**config.mk**
```make
export PLATFORM = sky130hd
export DESIGN_NAME = image_despeckle_filter_top
export DESIGN_NICKNAME = d
export VERILOG_FILES = /design/src/sv/idf_pkg.sv /design/src/sv/idf_ram.sv /design/src/sv/idf_judge.sv /design/src/sv/image_despeckle_filter_top.sv
export SDC_FILE = /design/constraint.sdc
export NUM_CORES = 1
export LEC_CHECK = 0
export BUFFER_PORTS_ARGS = -buffer_cell sky130_fd_sc_hd__buf_2
export CAP_MARGIN = 5
export CORE_MARGIN = 3
export CORE_UTILIZATION = 48
export DETAILED_ROUTE_END_ITERATION = 8
export PLACE_DENSITY = 0.75
export SLEW_MARGIN = 5
export SYNTH_ARGS = -nofsm -noshare
export SYNTH_HDL_FRONTEND = slang
export SYNTH_HIERARCHICAL = 1
export SYNTH_SLANG_ARGS = --single-unit
```
**constraint.sdc**
```tcl
create_clock -name clk -period 11.86 [get_ports clk]
set_clock_uncertainty 0.1 [all_clocks]
set_input_delay 0.593 -clock clk [delete_from_list [all_inputs] [get_ports clk]]
set_output_delay 0.593 -clock clk [all_outputs]
set_load 0.01 [all_outputs]
```
**src/sv/idf_pkg.sv**
```systemverilog
package idf_pkg;

	// field and register widths
	localparam int PIX_W    = 4;
	localparam int WIDTH_W  = 6;
	localparam int HEIGHT_W = 10;
	localparam int THRESH_W = 4;
	localparam int CFG_W    = 10;

	// neighbour sum: four pixels of 15 at most
	localparam int SUM_W = 6;
	// column arithmetic, holds a column plus two and the widest row
	localparam int POS_W = 7;

	// register defaults and limits
	localparam int WIDTH_MIN    = 2;
	localparam int HEIGHT_MIN   = 2;
	localparam int WIDTH_RESET  = 30;
	localparam int HEIGHT_RESET = 20;
	localparam int THRESH_RESET = 1;

	// x / 3 as (x * 43) >> 7, exact for x below 128
	localparam int RECIP3    = 43;
	localparam int RECIP3_SH = 7;
	localparam int PROD_W    = 12;

	typedef enum logic [1:0] {
		REG_WIDTH  = 2'd0,
		REG_HEIGHT = 2'd1,
		REG_THRESH = 2'd2
	} cfg_reg_t;

	// which neighbours exist for the pixel being judged
	typedef struct packed {
		logic up;
		logic down;
		logic left;
		logic right;
	} nb_sel_t;

	typedef struct packed {
		logic [PIX_W-1:0] pixel;
		logic             replaced;
		logic             last;
	} result_t;

endpackage

```
**src/sv/idf_ram.sv**
```systemverilog
module idf_ram #(
	parameter int WIDTH = 8,
	parameter int DEPTH = 32
) (
	input  logic                     clk,
	input  logic                     we,
	input  logic [$clog2(DEPTH)-1:0] waddr,
	input  logic [WIDTH-1:0]         wdata,
	input  logic                     re,
	input  logic [$clog2(DEPTH)-1:0] raddr,
	output logic [WIDTH-1:0]         rdata
);

	logic [WIDTH-1:0] mem [DEPTH];

	// one write port, one registered read port (old data on collision)
	always_ff @(posedge clk) begin
		if (we) begin
			mem[waddr] <= wdata;
		end
		if (re) begin
			rdata <= mem[raddr];
		end
	end

endmodule

```
**src/sv/idf_judge.sv**
```systemverilog
module idf_judge (
	input  logic [idf_pkg::THRESH_W-1:0] thresh,
	input  logic [idf_pkg::PIX_W-1:0]    center,
	input  logic [idf_pkg::PIX_W-1:0]    up,
	input  logic [idf_pkg::PIX_W-1:0]    down,
	input  logic [idf_pkg::PIX_W-1:0]    left,
	input  logic [idf_pkg::PIX_W-1:0]    right,
	input  idf_pkg::nb_sel_t             sel,
	input  logic                         last,
	output idf_pkg::result_t             res
);

	logic [idf_pkg::PIX_W:0]    ctr_x;
	logic                       ok_up, ok_down, ok_left, ok_right;
	logic                       spike;
	logic [idf_pkg::SUM_W-1:0]  sum, sum_r1, sum_r2;
	logic [2:0]                 n;
	logic [idf_pkg::PROD_W-1:0] prod3;
	logic [idf_pkg::PIX_W-1:0]  avg;

	// a neighbour passes the test when center > neighbour + threshold
	assign ctr_x    = {1'b0, center};
	assign ok_up    = !sel.up    || (ctr_x > ({1'b0, up} + {1'b0, thresh}));
	assign ok_down  = !sel.down  || (ctr_x > ({1'b0, down} + {1'b0, thresh}));
	assign ok_left  = !sel.left  || (ctr_x > ({1'b0, left} + {1'b0, thresh}));
	assign ok_right = !sel.right || (ctr_x > ({1'b0, right} + {1'b0, thresh}));
	assign spike    = ok_up && ok_down && ok_left && ok_right;

	// sum and count of the neighbours present
	assign sum = idf_pkg::SUM_W'(sel.up    ? up    : '0)
	           + idf_pkg::SUM_W'(sel.down  ? down  : '0)
	           + idf_pkg::SUM_W'(sel.left  ? left  : '0)
	           + idf_pkg::SUM_W'(sel.right ? right : '0);
	assign n = 3'(sel.up) + 3'(sel.down) + 3'(sel.left) + 3'(sel.right);

	assign sum_r1 = sum + idf_pkg::SUM_W'(1);
	assign sum_r2 = sum + idf_pkg::SUM_W'(2);
	assign prod3  = idf_pkg::PROD_W'(sum_r1) * idf_pkg::PROD_W'(idf_pkg::RECIP3);

	// average rounded half up
	always_comb begin
		unique case (n)
			3'd2:    avg = sum_r1[idf_pkg::PIX_W:1];
			3'd3:    avg = prod3[idf_pkg::RECIP3_SH +: idf_pkg::PIX_W];
			3'd4:    avg = sum_r2[idf_pkg::PIX_W+1:2];
			default: avg = center;
		endcase
	end

	always_comb begin
		res.pixel    = spike ? avg : center;
		res.replaced = spike;
		res.last     = last;
	end

endmodule

```
**src/sv/image_despeckle_filter_top.sv**
```systemverilog
// Four-neighbour impulse noise filter on a raster stream of 4-bit gray pixels.
// Input channel: in_valid / in_stall / pixel_in, one pixel per beat in raster
// order. Output channel: out_valid / out_stall / pixel_out, was_replaced,
// frame_last, one filtered pixel per beat, also in raster order.
// Config port: cfg_write / cfg_index / cfg_data; 0 width, 1 height,
// 2 threshold. A write to any of these restarts the frame at row 0, column 0.
// Throughput: one pixel per cycle while in_stall is low. Each pixel is judged
// when its down neighbour arrives, so a result comes out one row after its
// input and enters the output queue when the down neighbour's beat is taken.
// The final input of a frame starts a flush of the last row: image_width
// beats, one per cycle while the queue has room, during which in_stall is
// high. The first row of a frame gives no results. The column store is a
// single memory read one column ahead of the window.
// Stall: a two-entry output queue sits between the sides; in_stall comes from
// registers only and rises when the queue is full or a flush runs.
// Reset: width 30, height 20, threshold 1, frame position zero, queue empty.
// The column store is not cleared; no output depends on an unwritten entry.
module image_despeckle_filter_top #(
	parameter int MAX_WIDTH = 32
) (
	input  logic                        clk,
	input  logic                        arst_n,
	input  logic                        cfg_write,
	input  logic [1:0]                  cfg_index,
	input  logic [idf_pkg::CFG_W-1:0]   cfg_data,
	input  logic                        in_valid,
	output logic                        in_stall,
	input  logic [idf_pkg::PIX_W-1:0]   pixel_in,
	output logic                        out_valid,
	input  logic                        out_stall,
	output logic [idf_pkg::PIX_W-1:0]   pixel_out,
	output logic                        was_replaced,
	output logic                        frame_last
);

	localparam int CW = $clog2(MAX_WIDTH);
	localparam int PW = idf_pkg::PIX_W;
	localparam int W_RESET_EFF =
		(idf_pkg::WIDTH_RESET > MAX_WIDTH) ? MAX_WIDTH : idf_pkg::WIDTH_RESET;

	// configuration, kept as effective (clamped) values
	logic [idf_pkg::WIDTH_W-1:0]  w_q, w_new;
	logic [idf_pkg::HEIGHT_W-1:0] h_q, h_new;
	logic [idf_pkg::THRESH_W-1:0] th_q;
	logic                         cfg_hit;

	// frame position and flush sequencer
	logic [CW-1:0]                col_q, fcol_q, step_col;
	logic [idf_pkg::HEIGHT_W-1:0] row_q;
	logic                         flush_q;

	// window: cur_q = {row above, two rows above} at the current column
	logic [2*PW-1:0] cur_q, ahead, rd_data, wr_data, byp_data_q;
	logic [PW-1:0]   left_q;
	logic            byp_q;

	logic                  in_fire, flush_step, step, push, pop;
	logic                  col_end, frame_end, fcol_end;
	logic [idf_pkg::POS_W-1:0] nxt_pos, rd_pos, w_pos;
	logic [CW-1:0]         rd_addr;
	idf_pkg::nb_sel_t      sel;
	idf_pkg::result_t      res, q0_q, q1_q;
	logic [1:0]            cnt_q, cnt_kept;

	// config decode with clamping
	always_comb begin
		w_new = cfg_data[idf_pkg::WIDTH_W-1:0];
		if (w_new < idf_pkg::WIDTH_W'(idf_pkg::WIDTH_MIN)) begin
			w_new = idf_pkg::WIDTH_W'(idf_pkg::WIDTH_MIN);
		end else if (w_new > idf_pkg::WIDTH_W'(MAX_WIDTH)) begin
			w_new = idf_pkg::WIDTH_W'(MAX_WIDTH);
		end
		h_new = cfg_data[idf_pkg::HEIGHT_W-1:0];
		if (h_new < idf_pkg::HEIGHT_W'(idf_pkg::HEIGHT_MIN)) begin
			h_new = idf_pkg::HEIGHT_W'(idf_pkg::HEIGHT_MIN);
		end
	end

	always_comb begin
		unique case (idf_pkg::cfg_reg_t'(cfg_index))
			idf_pkg::REG_WIDTH,
			idf_pkg::REG_HEIGHT,
			idf_pkg::REG_THRESH: cfg_hit = cfg_write;
			default:             cfg_hit = 1'b0;
		endcase
	end

	always_ff @(posedge clk or negedge arst_n) begin
		if (!arst_n) begin
			w_q  <= idf_pkg::WIDTH_W'(W_RESET_EFF);
			h_q  <= idf_pkg::HEIGHT_W'(idf_pkg::HEIGHT_RESET);
			th_q <= idf_pkg::THRESH_W'(idf_pkg::THRESH_RESET);
		end else if (cfg_write) begin
			unique case (idf_pkg::cfg_reg_t'(cfg_index))
				idf_pkg::REG_WIDTH:  w_q  <= w_new;
				idf_pkg::REG_HEIGHT: h_q  <= h_new;
				idf_pkg::REG_THRESH: th_q <= cfg_data[idf_pkg::THRESH_W-1:0];
				default: ;
			endcase
		end
	end

	// handshake and step control
	assign in_stall   = (cnt_q == 2'd2) || flush_q;
	assign in_fire    = in_valid && !in_stall;
	assign flush_step = flush_q && (cnt_q != 2'd2);
	assign step       = in_fire || flush_step;
	assign step_col   = flush_q ? fcol_q : col_q;

	assign w_pos     = idf_pkg::POS_W'(w_q);
	assign col_end   = (idf_pkg::POS_W'(col_q) + idf_pkg::POS_W'(1)) == w_pos;
	assign fcol_end  = (idf_pkg::POS_W'(fcol_q) + idf_pkg::POS_W'(1)) == w_pos;
	assign frame_end = col_end && ((row_q + idf_pkg::HEIGHT_W'(1)) == h_q);

	// prefetch two columns ahead, wrapping into the next row
	assign nxt_pos = idf_pkg::POS_W'(step_col) + idf_pkg::POS_W'(2);
	assign rd_pos  = (nxt_pos >= w_pos) ? (nxt_pos - w_pos) : nxt_pos;
	assign rd_addr = rd_pos[CW-1:0];

	assign wr_data = {pixel_in, cur_q[2*PW-1:PW]};
	assign ahead   = byp_q ? byp_data_q : rd_data;

	idf_ram #(
		.WIDTH (2 * PW),
		.DEPTH (MAX_WIDTH)
	) u_col_store (
		.clk   (clk),
		.we    (in_fire),
		.waddr (col_q),
		.wdata (wr_data),
		.re    (step),
		.raddr (rd_addr),
		.rdata (rd_data)
	);

	// same-address read and write (two-pixel rows): forward the new entry
	always_ff @(posedge clk or negedge arst_n) begin
		if (!arst_n) begin
			byp_q <= 1'b0;
		end else if (step) begin
			byp_q <= in_fire && (rd_addr == col_q);
		end
	end

	always_ff @(posedge clk) begin
		if (step) begin
			byp_data_q <= wr_data;
		end
	end

	// window shift
	always_ff @(posedge clk or negedge arst_n) begin
		if (!arst_n) begin
			cur_q  <= '0;
			left_q <= '0;
		end else if (step) begin
			left_q <= cur_q[2*PW-1:PW];
			cur_q  <= ahead;
		end
	end

	// frame position and flush
	always_ff @(posedge clk or negedge arst_n) begin
		if (!arst_n) begin
			col_q   <= '0;
			row_q   <= '0;
			flush_q <= 1'b0;
			fcol_q  <= '0;
		end else if (cfg_hit) begin
			col_q   <= '0;
			row_q   <= '0;
			flush_q <= 1'b0;
			fcol_q  <= '0;
		end else if (in_fire) begin
			priority if (frame_end) begin
				col_q   <= '0;
				row_q   <= '0;
				flush_q <= 1'b1;
				fcol_q  <= '0;
			end else if (col_end) begin
				col_q <= '0;
				row_q <= row_q + idf_pkg::HEIGHT_W'(1);
			end else begin
				col_q <= col_q + CW'(1);
			end
		end else if (flush_step) begin
			if (fcol_end) begin
				flush_q <= 1'b0;
			end else begin
				fcol_q <= fcol_q + CW'(1);
			end
		end
	end

	// neighbours of the pixel being judged
	always_comb begin
		sel.up    = flush_q || (row_q >= idf_pkg::HEIGHT_W'(2));
		sel.down  = !flush_q;
		sel.left  = step_col != '0;
		sel.right = (idf_pkg::POS_W'(step_col) + idf_pkg::POS_W'(1)) < w_pos;
	end

	idf_judge u_judge (
		.thresh (th_q),
		.center (cur_q[2*PW-1:PW]),
		.up     (cur_q[PW-1:0]),
		.down   (pixel_in),
		.left   (left_q),
		.right  (ahead[2*PW-1:PW]),
		.sel    (sel),
		.last   (flush_q && fcol_end),
		.res    (res)
	);

	// two-entry output queue
	assign push     = flush_step || (in_fire && (row_q != '0));
	assign pop      = out_valid && !out_stall;
	assign cnt_kept = cnt_q - 2'(pop);

	always_ff @(posedge clk or negedge arst_n) begin
		if (!arst_n) begin
			cnt_q <= '0;
		end else begin
			cnt_q <= cnt_kept + 2'(push);
		end
	end

	always_ff @(posedge clk) begin
		if (pop && (cnt_q == 2'd2)) begin
			q0_q <= q1_q;
		end
		if (push) begin
			if (cnt_kept == 2'd0) begin
				q0_q <= res;
			end else begin
				q1_q <= res;
			end
		end
	end

	assign out_valid    = cnt_q != 2'd0;
	assign pixel_out    = q0_q.pixel;
	assign was_replaced = q0_q.replaced;
	assign frame_last   = q0_q.last;

`ifndef SYNTHESIS
	a_col_range: assert property (@(posedge clk) disable iff (!arst_n)
		idf_pkg::POS_W'(col_q) < w_pos)
		else $error("column position beyond row width");

	a_row_range: assert property (@(posedge clk) disable iff (!arst_n)
		row_q < h_q)
		else $error("row position beyond frame height");

	a_flush_pos: assert property (@(posedge clk) disable iff (!arst_n)
		flush_q |-> (col_q == '0) && (row_q == '0))
		else $error("frame position not restarted during flush");

	a_queue_cnt: assert property (@(posedge clk) disable iff (!arst_n)
		cnt_q != 2'd3)
		else $error("output queue overflow");

	a_flush_end: assert property (@(posedge clk) disable iff (!arst_n)
		(flush_step && res.last) |=> !flush_q)
		else $error("flush continued past the last column");
`endif

endmodule

```
# Word-level counts from Yosys, hierarchy flattened
# Memories as Yosys holds them, arrays and structs flattened. A register that Yosys moved wholly into a read port is not among the register bits.
# Index checks and enable logic that the tools add are counted.
totals:
  memories: 1
  elab_cells: 144
  out_inout_bits: 8
  rom_bits: 0
  latch_bits: 0
  inputBits: 21
  reg_bits: 76
  ram_bits: 256
op_classes:
  n_reduce_logical: 42
  bitwise: 1
  multipliers: 1
  shift: 0
  div: 0
  add_sub_neg: 22
  eq_ne: 13
  n_mux: 36
  magnitude_cmp: 10
mem_list:
  columns: ["name", "words", "width", "rd", "rd_clocked_by_memory_dff", "wr", "line", "rtl"]
  rows:
  - ["u_col_store.mem", 32, 8, 1, 1, 1, "idf_ram.sv:14", "logic [WIDTH-1:0] mem [DEPTH];"]
op_table:
  columns: ["op", "n"]
  rows:
  - ["2-to-1 mux 5 bit", 11]
  - ["2-to-1 mux 10 bit", 5]
  - ["2-to-1 mux 6 bit", 5]
  - ["adder 4 x 4 -> 5 bit", 4]
  - ["greater-than comparator 4 x 5 -> 1 bit", 4]
  - ["2-to-1 mux 4 bit", 5]
  - ["adder 5 x 1 -> 6 bit, second input constant", 3]
  - ["adder 6 bit", 3]
  - ["equality test 6 bit", 2]
  - ["case mux 4 bit (3 select lines)", 1]
  - ["logical AND 1 bit", 11]
  - ["multiplier 6 x 6 -> 11 bit, second input constant", 1]
  - ["adder 10 x 1 -> 10 bit, second input constant", 1]
  - ["adder 5 x 1 -> 5 bit, second input constant", 2]
  - ["equality test 10 bit", 1]
  - ["greater-or-equal comparator 10 x 2 -> 1 bit, second input constant", 1]
  - ["less-than comparator 10 x 2 -> 1 bit, second input constant", 1]
  - ["AND reduction 2 bit", 5]
  - ["nonzero test 10 bit", 1]
  - ["nonzero test 3 bit", 3]
  - ["logical OR 1 bit", 8]
  - ["2-to-1 mux 1 bit", 8]
  - ["2-to-1 mux 8 bit", 1]
  - ["adder 3 x 1 -> 3 bit", 2]
  - ["other kinds (26)", 36]

# Depth between registers and ports, before layout
depth:
  depth_word: 12
  depth_mapped: 37
  mapped_depth_nobuf: 36

# Hierarchy
# Netlist, hierarchy kept.
modules_own_cells:
  columns: ["module", "instances", "area_per_inst_um2", "cells_each", "seq_area_each_um2"]
  rows:
  - ["idf_ram", 1, 10133.5, 417, 7927.6]
  - ["image_despeckle_filter_top", 1, 4678.2, 488, 1950.6]
  - ["idf_judge", 1, 2240.9, 255, 0.0]

# Worst setup path after synthesis
# Ideal clock, no wire load.
synth_timing:
  kind: "flip-flop to flip-flop"
  start: "register flush_q"
  end: "register q1_q[5] (netlist name), data pin"
  synth_period_minus_slack_ns: 8.220
  setup_slack_ns: 3.640
  stages_incl_launch_ff: 35
  required_ns: 11.497
  path_buffers: 1
  setup_time_ns: 0.263
  arrival_ns: 7.857
  cell_sequence: "dfrtp_1 buf_2 mux2i_1 inv_1 ha_1 xnor2_1 ha_1 o21a_1 o21a_1 o21ai_0 nand2b_1 a21oi_1 nand2_1 fa_1 fa_1 inv_1 ha_1 fa_1 ha_1 nand2_1 a2111o_1 a21o_1 and2_2 ha_1 ha_1 inv_1 fa_1 inv_1 ha_1 nor3_1 a211oi_1 a311oi_1 a211oi_2 o32ai_1 mux2_2"
synth_lines:
  columns: ["element", "line", "rtl"]
  rows:
  - ["start, declared", "image_despeckle_filter_top.sv:50", "logic flush_q;"]
  - ["start signal, assigned", "image_despeckle_filter_top.sv:167", "flush_q <= 1'b0;"]
  - ["start signal, assigned", "image_despeckle_filter_top.sv:172", "flush_q <= 1'b0;"]
  - ["start signal, assigned", "image_despeckle_filter_top.sv:178", "flush_q <= 1'b1;"]
  - ["end signal, assigned", "image_despeckle_filter_top.sv:236", "q1_q <= res;"]
  - ["end, declared", "image_despeckle_filter_top.sv:62", "idf_pkg::result_t res, q0_q, q1_q;"]

==> results_dict.tcl <==
set metrics [dict create \
    status "finished, final reports clean" \
    die_area_um2 37800 \
    syn_avg_cell_area_um2 14.7 \
    cp_common_cell "ha_1" \
    grt_antenna_before_repair 0 \
    clock_sinks 340 \
    fin_crit_ns 9.30 \
    min_path_type "in2async" \
    synth_area_um2 17100 \
    r2r_start "flush_q" \
    max_freq_mhz 108 \
    dr.first_iter.drc_count 847 \
    die_w_um 194 \
    synthFlopType "edfxtp_1" \
    cp_max_fo 12 \
    synth.area.top_cells "edfxtp_1 (49%), mux4_2 (11%), dfrtp_1 (7.2%), ha_1 (6.4%), fa_1 (2.1%)" \
    use_met1 0.278 \
    drive_gt1_frac 0.192 \
    final-setup-viol-count 0 \
    num_rows 68 \
    avgViaCountPerCell 5.99 \
    synth_common_cells "edfxtp_1 (278), ha_1 (87), nand2_1 (85)" \
    ctsResizeCount 0 \
    n_antenna_cell 0 \
    place.gp.congestion 0.882 \
    ys_ff_latch 340 \
    vias 10000 \
    async_flop_share 0.165 \
    fin_nets 1322 \
    syn-num-nets 1286 \
    die_h_um 194 \
    post_cts_buffers 0 \
    drv_cap 0 \
    dr.pass1.iters 5 \
    max_stage_delay_ns 0.62 \
    cp-startpoint "flush_q" \
    gr-total-overflow 0 \
    antenna_left 0 \
    met3_usage 0.0302 \
    fin_crit_sh 0.784 \
    root_buffer "clkbuf_16" \
    remaining_drc_errors 0 \
    grt_pass1_wl_um 57700 \
    synth_edf_count 278 \
    synth.most_common_cell "edfxtp_1" \
    wirelength_um 36400 \
    worst_ep_required_time_ns 12.23 \
    cts-htree-levels 2 \
    grt_use_met2 0.304 \
    tns_ns 0 \
    hold_viol_final 0 \
    cts-hold-fix-buffers 0 \
    cpMaxStageDelayCell "dfrtp_1" \
    cts_tree "done" \
    rsz0062_at_grt "no" \
    coreArea_um2 34800 \
    crit_path_end_kind "register" \
    yosysWarningCount 6 \
    fillers 2712 \
    grt.busiest_layer "met2" \
    initial_core_util 0.490 \
    path_clk_slew_ns 0.06 \
    worstPathArrival_ns 9.67 \
    critPathKind "reg2reg" \
    grt_max_degree 57 \
    grt_usage 0.192 \
    cts_made_buffers 37 \
    area_growth_pct 10.8 \
    ys_types 80 \
    synthCells 1160 \
    yosys.area.top_type "edfxtp_1" \
    post_drt_wl_per_cell_um 21.7 \
    dp_hpwl_um 24300 \
    relSlewSlack 0.299 \
    ioPinCount 29 \
    worst_pin_slew_ns 1.03 \
    grt_pass1_vias 10000 \
    crit_path_start_kind "register" \
    netlist.area_leader.share 0.490 \
    clockBufferDepth 3 \
    ys_seq_area_frac 0.579 \
    clock_latency_ns 0.54 \
    io_buffers 28 \
    slew_viol_final 0 \
]
-- area by class of cell --
class                           instances  area, um^2  area share
Timing Repair Buffer                   41         238      0.0126
Sequential cell                       340        9880       0.523
Tap cell                              455         569      0.0301
Clock inverter                         20         251      0.0133
Multi-Input combinational cell        714        6760       0.358
Clock buffer                           44         962      0.0509
Inverter                               62         233      0.0123
-- state kept, by name, summed over array words and instances (netlist names) --
name	count
cur_q	8
u_col_store/rdata	8
th_q	4
was_replaced	1
fcol_q	5
byp_q	1
frame_last	1
w_q	6
q1_q	6
cnt_q	2
byp_data_q	8
flush_q	1
row_q	10
pixel_out	4
u_col_store/mem	256
h_q	10
left_q	4
col_q	5
-- cell usage in the layout (no fill, tap or decap), types with 18 or more instances in the layout --
cell,n
nand3_1,19
xor2_1,19
nand2_1,85
a21oi_1,31
buf_2,28
mux2i_1,18
nor2_1,61
ha_1,87
xnor2_1,27
mux4_2,80
mux2_2,32
dfrtp_1,49
inv_1,61
clkbuf_16,37
fa_1,18
edfxtp_1,278
o21ai_0,41
-- worst paths after layout --
| kind | end | depth (start not counted) | slack, ns |
|---|---|---|---|
| min reg2reg | left_q[3] | 2 | 0.42 |
| min | row_q[5] | 2 | 0.11 |
| max reg2reg | pixel_out[3] | 35 | 2.56 |
| max | pixel_out[3] | 35 | 2.56 |
| max in group asynchronous | cur_q[1] | 2 | 11.05 |
| min in group clk | h_q[8] | 2 | 0.22 |
-- metal layers --
metal	up-vias	share of wire
met5	-	0
li1	4527	-
met2	384	0.48
met4	0	0.027
met3	73	0.073
met1	5050	0.42
-- worst max-delay path, delay by kind of cell (launching register included) --
kind	cells	cell delay, ns
compound gates	11	2.83
xor+xnor	1	0.13
fa+ha+maj	11	3.87
buf+inv	4	0.30
flops	1	0.62
mux	2	0.71
simple gates	6	0.63
-- metrics by stage --
| stage | worst slack, ns | hold WS [ns] | area [um^2] | cells | util |
|---|---|---|---|---|---|
| floorplan | 3.64 | 0.197 | 17100 | 1160 | - |
| global placement | 2.87 | 0.395 | 17700 | 1612 | 0.508 |
| detailed placement | 2.66 | 0.404 | 17700 | 1612 | 0.508 |
| CTS | 2.64 | 0.127 | 18900 | 1676 | 0.543 |
| global route | 1.81 | 0.158 | 18900 | 1676 | 0.543 |
| finish | 2.56 | 0.113 | 18900 | 1676 | 0.543 |
-- logic make-up (layout without fill, tap and decap cells) --
kind of cell | Yosys count | count (layout) | share of synthesized area
multiplexers | 132 | 132 | 0.139
XOR/XNOR | 49 | 49 | 0.0274
adder cells (fa/ha/maj) | 105 | 105 | 0.0850
AND/OR/NAND/NOR | 266 | 266 | 0.0791
AO/OA/AOI/OAI | 162 | 162 | 0.0638
buffers and inverters | 106 | 167 | 0.0269
flip-flops | 340 | 340 | 0.579
Power is not shown: default switching activity piles up to over one toggle a cycle in this logic, so the estimate is an artifact.
